File: src/design/fmqd_pkg.sv
// Shared types and constants for the FM quadrature discriminator.
package fmqd_pkg;

    localparam int SAMPLE_WIDTH_DEF = 16;
    localparam int GAIN_W           = 16;
    localparam int OUT_W            = 16;
    localparam int POWER_W          = 32;
    localparam int QUO_W            = 16;
    localparam int QCNT_W           = $clog2(QUO_W);

    localparam logic [GAIN_W-1:0] GAIN_RESET = 16'd4096;
    localparam logic [OUT_W-1:0]  POS_LIMIT  = 16'h7FFF;
    localparam logic [OUT_W-1:0]  NEG_LIMIT  = 16'h8000;

    // multiply sequence steps
    localparam int STEP_W = 3;
    localparam logic [STEP_W-1:0] STEP_DQ  = 3'd0;
    localparam logic [STEP_W-1:0] STEP_DI  = 3'd1;
    localparam logic [STEP_W-1:0] STEP_II  = 3'd2;
    localparam logic [STEP_W-1:0] STEP_QQ  = 3'd3;
    localparam logic [STEP_W-1:0] STEP_ML  = 3'd4;
    localparam logic [STEP_W-1:0] STEP_MH  = 3'd5;
    localparam logic [STEP_W-1:0] STEP_FIN = 3'd6;

    typedef enum logic [2:0] {
        S_IDLE,
        S_MUL,
        S_CHK,
        S_DIV,
        S_DONE
    } t_state;

    typedef struct packed {
        logic load;
        logic step;
    } t_div_ctrl;

endpackage

File: src/design/fmqd_mul.sv
// Shared signed multiplier with a registered product.
module fmqd_mul
    import fmqd_pkg::*;
#(
    parameter int A_W = 17,
    parameter int B_W = 17
) (
    input  logic                     i_clk,
    input  logic signed [A_W-1:0]    i_a,
    input  logic signed [B_W-1:0]    i_b,
    output logic signed [A_W+B_W-1:0] o_prod
);

    logic signed [A_W+B_W-1:0] r_prod;

    always_ff @(posedge i_clk) begin
        r_prod <= i_a * i_b;
    end

    assign o_prod = r_prod;

endmodule

File: src/design/fmqd_div.sv
// Restoring divider, one quotient bit per step.
module fmqd_div
    import fmqd_pkg::*;
#(
    parameter int DIVISOR_W = 32
) (
    input  logic                          i_clk,
    input  t_div_ctrl                     i_ctrl,
    input  logic [DIVISOR_W+QUO_W-1:0]    i_dividend,
    input  logic [DIVISOR_W-1:0]          i_divisor,
    output logic [QUO_W-1:0]              o_quo
);

    logic [DIVISOR_W-1:0] r_rem;
    logic [QUO_W-1:0]     r_quo;
    logic [DIVISOR_W:0]   trial;
    logic [DIVISOR_W:0]   diff;
    logic                 take;

    assign trial = {r_rem, r_quo[QUO_W-1]};
    assign diff  = trial - {1'b0, i_divisor};
    assign take  = trial >= {1'b0, i_divisor};

    always_ff @(posedge i_clk) begin
        if (i_ctrl.load) begin
            r_rem <= i_dividend[DIVISOR_W+QUO_W-1:QUO_W];
            r_quo <= i_dividend[QUO_W-1:0];
        end else if (i_ctrl.step) begin
            // shift the next dividend bit into the remainder, the quotient bit into r_quo
            r_rem <= take ? diff[DIVISOR_W-1:0] : trial[DIVISOR_W-1:0];
            r_quo <= {r_quo[QUO_W-2:0], take};
        end
    end

    assign o_quo = r_quo;

endmodule

File: src/design/fm_quadrature_discriminator.sv
// FM quadrature discriminator: sequencer, datapath and result register.
// Sequence: an accepted item passes through the shared multiplier steps, an
// overflow check, the divider steps and a load into the result register.
// One item is worked on at a time, set by the single multiplier and the
// one-bit-per-cycle restoring divider; input stall is high while busy.
// Reset (synchronous, active low) clears sample history, sets gain to 1.0.
module fm_quadrature_discriminator
    import fmqd_pkg::*;
#(
    parameter int SAMPLE_WIDTH = SAMPLE_WIDTH_DEF
) (
    input  logic                           i_clk,
    input  logic                           i_rst_n,
    input  logic                           i_valid,
    output logic                           o_stall,
    input  logic signed [SAMPLE_WIDTH-1:0] i_in_phase,
    input  logic signed [SAMPLE_WIDTH-1:0] i_quadrature,
    output logic                           o_valid,
    input  logic                           i_stall,
    output logic signed [OUT_W-1:0]        o_demod_out,
    output logic [POWER_W-1:0]             o_power,
    output logic                           o_div_by_zero,
    output logic                           o_saturated,
    input  logic                           i_cfg_valid,
    output logic                           o_cfg_ready,
    input  logic [GAIN_W-1:0]              i_cfg_data
);

    localparam int W     = SAMPLE_WIDTH;
    localparam int MB    = (W + 1 > GAIN_W + 1) ? W + 1 : GAIN_W + 1;
    localparam int PRW   = W + 1 + MB;
    localparam int NW    = 2 * W + 1;
    localparam int PWW   = 2 * W;
    localparam int BIGW  = PWW + QUO_W;
    localparam int PW_SHR = (2 * W >= POWER_W) ? 2 * W - POWER_W : 0;
    localparam int PW_SHL = (2 * W >= POWER_W) ? 0 : POWER_W - 2 * W;

    t_state r_state, n_state;
    t_div_ctrl div_ctrl;
    logic out_load;
    logic in_acc, out_acc;

    logic [GAIN_W-1:0]       r_gain;
    logic signed [W-1:0]     r_ip1, r_ip2, r_qp1, r_qp2;
    logic signed [W:0]       r_dq, r_di;
    logic [STEP_W-1:0]       r_step;
    logic [QCNT_W-1:0]       r_cnt;
    logic signed [NW-1:0]    r_num;
    logic [PWW-1:0]          r_pw;
    logic [BIGW-1:0]         r_big;
    logic                    r_dz, r_ovf;

    logic                    r_o_valid;
    logic signed [OUT_W-1:0] r_o_demod;
    logic [POWER_W-1:0]      r_o_power;
    logic                    r_o_dz, r_o_sat;

    logic signed [W:0]       mul_a;
    logic signed [MB-1:0]    mul_b;
    logic signed [PRW-1:0]   prod;
    logic [NW-1:0]           num_neg;
    logic [PWW-1:0]          mag;
    logic signed [MB-1:0]    gain_ext;
    logic [QUO_W-1:0]        quo;
    logic                    neg;
    logic [OUT_W-1:0]        limit;
    logic                    clip;
    logic [OUT_W-1:0]        mag_res;
    logic signed [OUT_W-1:0] res;
    logic [POWER_W+PWW-1:0]  pw_wide;

    assign in_acc  = i_valid && !o_stall;
    assign out_acc = r_o_valid && !i_stall;

    assign num_neg  = -r_num;
    assign mag      = r_num[NW-1] ? num_neg[PWW-1:0] : r_num[PWW-1:0];
    assign gain_ext = {{(MB-GAIN_W){1'b0}}, r_gain};

    always_comb begin
        mul_a = '0;
        mul_b = '0;
        case (r_step)
            STEP_DQ: begin
                mul_a = r_dq;
                mul_b = {{(MB-W){r_ip2[W-1]}}, r_ip2};
            end
            STEP_DI: begin
                mul_a = r_di;
                mul_b = {{(MB-W){r_qp2[W-1]}}, r_qp2};
            end
            STEP_II: begin
                mul_a = {r_ip2[W-1], r_ip2};
                mul_b = {{(MB-W){r_ip2[W-1]}}, r_ip2};
            end
            STEP_QQ: begin
                mul_a = {r_qp2[W-1], r_qp2};
                mul_b = {{(MB-W){r_qp2[W-1]}}, r_qp2};
            end
            STEP_ML: begin
                mul_a = {1'b0, mag[W-1:0]};
                mul_b = gain_ext;
            end
            STEP_MH: begin
                mul_a = {1'b0, mag[PWW-1:W]};
                mul_b = gain_ext;
            end
            default: begin
                mul_a = '0;
                mul_b = '0;
            end
        endcase
    end

    fmqd_mul #(
        .A_W(W + 1),
        .B_W(MB)
    ) u_mul (
        .i_clk  (i_clk),
        .i_a    (mul_a),
        .i_b    (mul_b),
        .o_prod (prod)
    );

    fmqd_div #(
        .DIVISOR_W(PWW)
    ) u_div (
        .i_clk      (i_clk),
        .i_ctrl     (div_ctrl),
        .i_dividend (r_big),
        .i_divisor  (r_pw),
        .o_quo      (quo)
    );

    // next state
    always_comb begin
        n_state = r_state;
        unique case (r_state)
            S_IDLE: if (i_valid) n_state = S_MUL;
            S_MUL:  if (r_step == STEP_FIN) n_state = S_CHK;
            S_CHK:  n_state = S_DIV;
            S_DIV:  if (r_cnt == QCNT_W'(QUO_W - 1)) n_state = S_DONE;
            S_DONE: if (!r_o_valid || !i_stall) n_state = S_IDLE;
            default: n_state = S_IDLE;
        endcase
    end

    // state outputs
    always_comb begin
        o_stall       = 1'b1;
        div_ctrl.load = 1'b0;
        div_ctrl.step = 1'b0;
        out_load      = 1'b0;
        unique case (r_state)
            S_IDLE: o_stall = 1'b0;
            S_MUL:  ;
            S_CHK:  div_ctrl.load = 1'b1;
            S_DIV:  div_ctrl.step = 1'b1;
            S_DONE: out_load = !r_o_valid || !i_stall;
            default: o_stall = 1'b1;
        endcase
    end

    // final scaling and saturation
    assign neg     = r_num[NW-1];
    assign limit   = neg ? NEG_LIMIT : POS_LIMIT;
    assign clip    = r_ovf || (quo > limit);
    assign mag_res = clip ? limit : quo;
    assign res     = r_dz ? '0 : (neg ? -mag_res : mag_res);
    assign pw_wide = ({{POWER_W{1'b0}}, r_pw} << PW_SHL) >> PW_SHR;

    always_ff @(posedge i_clk) begin
        if (!i_rst_n) begin
            r_state   <= S_IDLE;
            r_gain    <= GAIN_RESET;
            r_ip1     <= '0;
            r_ip2     <= '0;
            r_qp1     <= '0;
            r_qp2     <= '0;
            r_step    <= STEP_DQ;
            r_cnt     <= '0;
            r_o_valid <= 1'b0;
        end else begin
            r_state <= n_state;
            if (i_cfg_valid) begin
                r_gain <= i_cfg_data;
            end
            if (in_acc) begin
                // differences use the older history before it shifts
                r_dq   <= {i_quadrature[W-1], i_quadrature} - {r_qp2[W-1], r_qp2};
                r_di   <= {i_in_phase[W-1], i_in_phase} - {r_ip2[W-1], r_ip2};
                r_ip2  <= r_ip1;
                r_ip1  <= i_in_phase;
                r_qp2  <= r_qp1;
                r_qp1  <= i_quadrature;
                r_step <= STEP_DQ;
            end
            if (r_state == S_MUL) begin
                r_step <= r_step + STEP_W'(1);
                case (r_step)
                    STEP_DI:  r_num <= prod[NW-1:0];
                    STEP_II:  r_num <= r_num - prod[NW-1:0];
                    STEP_QQ:  r_pw  <= prod[PWW-1:0];
                    STEP_ML:  r_pw  <= r_pw + prod[PWW-1:0];
                    STEP_MH:  r_big <= BIGW'(prod[W+GAIN_W-1:0]);
                    STEP_FIN: r_big <= r_big + {prod[W+GAIN_W-1:0], {W{1'b0}}};
                    default:  ;
                endcase
            end
            if (r_state == S_CHK) begin
                r_dz  <= (r_pw == '0);
                r_ovf <= (r_big[BIGW-1:QUO_W] >= r_pw);
                r_cnt <= '0;
            end
            if (r_state == S_DIV) begin
                r_cnt <= r_cnt + QCNT_W'(1);
            end
            if (out_load) begin
                r_o_valid <= 1'b1;
            end else if (out_acc) begin
                r_o_valid <= 1'b0;
            end
        end
    end

    always_ff @(posedge i_clk) begin
        if (out_load) begin
            r_o_demod <= res;
            r_o_power <= pw_wide[POWER_W-1:0];
            r_o_dz    <= r_dz;
            r_o_sat   <= !r_dz && clip;
        end
    end

    assign o_valid       = r_o_valid;
    assign o_demod_out   = r_o_demod;
    assign o_power       = r_o_power;
    assign o_div_by_zero = r_o_dz;
    assign o_saturated   = r_o_sat;
    assign o_cfg_ready   = 1'b1;

    a_busy_after_accept: assert property (@(posedge i_clk) disable iff (!i_rst_n)
        (i_valid && !o_stall) |=> o_stall)
        else $error("input taken while a computation was starting");

    a_zero_power_result: assert property (@(posedge i_clk) disable iff (!i_rst_n)
        (o_valid && o_div_by_zero) |-> (o_demod_out == '0 && !o_saturated))
        else $error("zero power item carries a nonzero result");

    a_clip_value: assert property (@(posedge i_clk) disable iff (!i_rst_n)
        (o_valid && o_saturated) |->
        (o_demod_out == signed'(POS_LIMIT) || o_demod_out == signed'(NEG_LIMIT)))
        else $error("saturated item not at a range limit");

endmodule
File: config.mk
export PLATFORM = sky130hd
export DESIGN_NAME = fm_quadrature_discriminator
export DESIGN_NICKNAME = d
export VERILOG_FILES = /design/src/design/fmqd_pkg.sv /design/src/design/fmqd_mul.sv /design/src/design/fmqd_div.sv /design/src/design/fm_quadrature_discriminator.sv
export SDC_FILE = /design/constraint.sdc
export NUM_CORES = 2
export LEC_CHECK = 0
export BUFFER_PORTS_ARGS = -buffer_cell sky130_fd_sc_hd__buf_2
export CAP_MARGIN = 10
export CORE_MARGIN = 10
export CORE_UTILIZATION = 40
export DETAILED_ROUTE_END_ITERATION = 6
export GPL_ROUTABILITY_DRIVEN = 0
export GPL_TIMING_DRIVEN = 0
export PLACE_DENSITY = 0.57
export SETUP_SLACK_MARGIN = 0.1
export SLEW_MARGIN = 20
export SYNTH_ARGS = -nofsm -noshare
export SYNTH_HDL_FRONTEND = slang
export SYNTH_HIERARCHICAL = 1
export SYNTH_SLANG_ARGS = --single-unit
File: constraint.sdc
create_clock -name i_clk -period 7.4 [get_ports i_clk]
set_input_delay 0.37 -clock i_clk [delete_from_list [all_inputs] [get_ports i_clk]]
set_output_delay 0.37 -clock i_clk [all_outputs]
set_load 0.02 [all_outputs]
==> impl_metrics.tcl <==
set metrics [dict create \
    path_max_fanout 9 \
    antenna_cells 0 \
    first_pass_iters 6 \
    multi_input_area_um2 24100 \
    register_area_um2 9900 \
    fin_crit_ns 8.69 \
    netlist_instances 3865 \
    timing.final.ws_setup_ns -1.29 \
    use_met3 0.0345 \
    cts_tree "built" \
    stdcell_area_um2 40900 \
    overflow 0 \
    fmax_mhz 115 \
    wl_um 110000 \
    viasPerCell 5.44 \
    cp-start-kind "register" \
    reg2reg_setup_slack_ns -1.29 \
    drive_gt1_frac 0.112 \
    cts_root_buf "clkbuf_16" \
    status "finished, violations left" \
    globalRoute.busiestLayer "met2" \
    instances_no_fill 5285 \
    hold_depth 3 \
    hold_violations 0 \
    slowest_stage "or4_1" \
    die_height_um 318 \
    mostFrequentLayoutCell "inv_1" \
    setup_viol 20 \
    die_w_um 318 \
    dp_hpwl_um 87600 \
    dieArea_um2 101000 \
    clock_latency_ns 0.61 \
    fin_setup_tns_ns -15.59 \
    violations "negative setup slack" \
    fillers 8551 \
    placed_area_um2 38100 \
    ant_nets 0 \
    synth_warnings 6 \
    initial_core_util 0.403 \
    cts.sinks 371 \
    cp.required_ns 7.89 \
    slowest_delay_ns 0.62 \
    routed-via-count 28800 \
    num_io_pins 106 \
    avgSynthCellArea_um2 9.20 \
    critical_path_arrival_ns 9.18 \
    drc 0 \
    antenna_found_initial 4 \
    dp_cells 5139 \
    num_rows 109 \
    total_power_uw 6930 \
    grt_pass1_wl_um 170000 \
    drtIter0Drc 2272 \
    core_area_um2 88200 \
    layout_common_cells "495 x inv_1, 450 x nand2_1, 292 x fa_1" \
    area_growth_syn_to_layout_pct 15.1 \
    cts_buffers 45 \
    hold_class "input port to register" \
    fin_crit_sh 1.17 \
    grt_setup_unrepaired "true" \
    fin_util 0.464 \
    end_kind "register" \
    irDropWorstVdd_uv 151 \
    grt_use_total 0.212 \
    layout.nets 4737 \
    fin_worst_skew_ns 0.0452 \
    clk_path_buf_depth 3 \
    grtUsageMet2 0.349 \
    clk_pin_slew_ns 0.06 \
    power_density_nw_per_um2 169 \
    path_class "register to register" \
    syn_area_um2 35500 \
    worst_pin_slew_ns 1.05 \
    syn_nets 4519 \
    wl_per_cell_um 20.7 \
    met1_usage 0.285 \
    r2r_cells 29 \
    drv_cap 0 \
    slew_headroom 0.296 \
    power.leakage_uw 0.0179 \
    cts_htree_levels 2 \
    slew_viol_final 0 \
    grt_start_max_net_pins 49 \
    grt_pass1_vias 28700 \
    port_buffers 102 \
]
flip-flops by register name (all words and copies together), names as in the netlist:
signal / count
r_dz: 1
r_ip1: 16
r_num: 33
r_qp1: 16
o_demod_out: 16
o_valid: 1
o_power: 32
u_mul/o_prod: 33
r_dq: 17
r_cnt: 4
r_gain: 16
r_qp2: 16
r_pw: 32
o_div_by_zero: 1
r_di: 17
o_saturated: 1
r_ovf: 1
r_step: 3
u_div/o_quo: 16
r_ip2: 16
r_big: 48
u_div/r_rem: 32
r_state: 3
report_power, final:
group | leakage, µW | internal [µW] | switching (µW)
clock | 0.000771 | 1400 | 974
sequential | 0.00331 | 2330 | 200
combinational | 0.0138 | 860 | 1170
total | 0.0179 | 4580 | 2340
worst max-delay path: cells and delay by family (launching register included):
kind / cells / cell delay (ns)
fa+ha+maj: 7 / 3.25
simple gates: 7 / 2.01
compound gates: 8 / 1.75
buf+inv: 6 / 0.83
flops: 1 / 0.52
xor+xnor: 1 / 0.20
layer usage:
metal | share of wire | vias up
li1 | - | 13700
met1 | 0.44 | 14000
met2 | 0.46 | 887
met3 | 0.066 | 163
met4 | 0.030 | 2
met5 | 0.00014 | -
final cells by class:
cell class	count	share of cell area
tap	1165	0.0356
inverter	506	0.0465
multi-input combinational	2835	0.589
clock inverter	24	0.00716
buffer	152	0.0183
clock buffer	60	0.0312
sequential	371	0.242
timing repair buffer	172	0.0304
worst paths after layout:
kind / endpoint / startpoint
setup / recovery: u_mul/o_prod[31]$_DFF_P_ / r_num[8]$_DFFE_PP_
hold reg to reg: r_qp2[3]$_SDFFE_PN0P_ / r_qp1[3]$_SDFFE_PN0P_
setup reg to reg: u_mul/o_prod[31]$_DFF_P_ / r_num[8]$_DFFE_PP_
hold / removal: r_gain[5]$_SDFFE_PN0P_ / i_cfg_data[5]
stage by stage:
step                      hold WS, ns  setup slack, ns
after detailed placement        0.457            -2.09
after global placement          0.450            -2.18
final                          0.0253            -1.29
after global routing           0.0209            -1.53
after floorplan                 0.441           -0.513
after CTS                     0.00176            -1.24
repair_timing:
action | CTS | global route
hold buffers | 5 | 0
pin swaps | 34 | 57
hold endpoints to repair | 5 | 0
buffers inserted | 32 | 27
resized for setup | 90 | 86
endpoints found under the setup margin | 25 | 23
No activity file was read; power rests on OpenSTA's default activity.
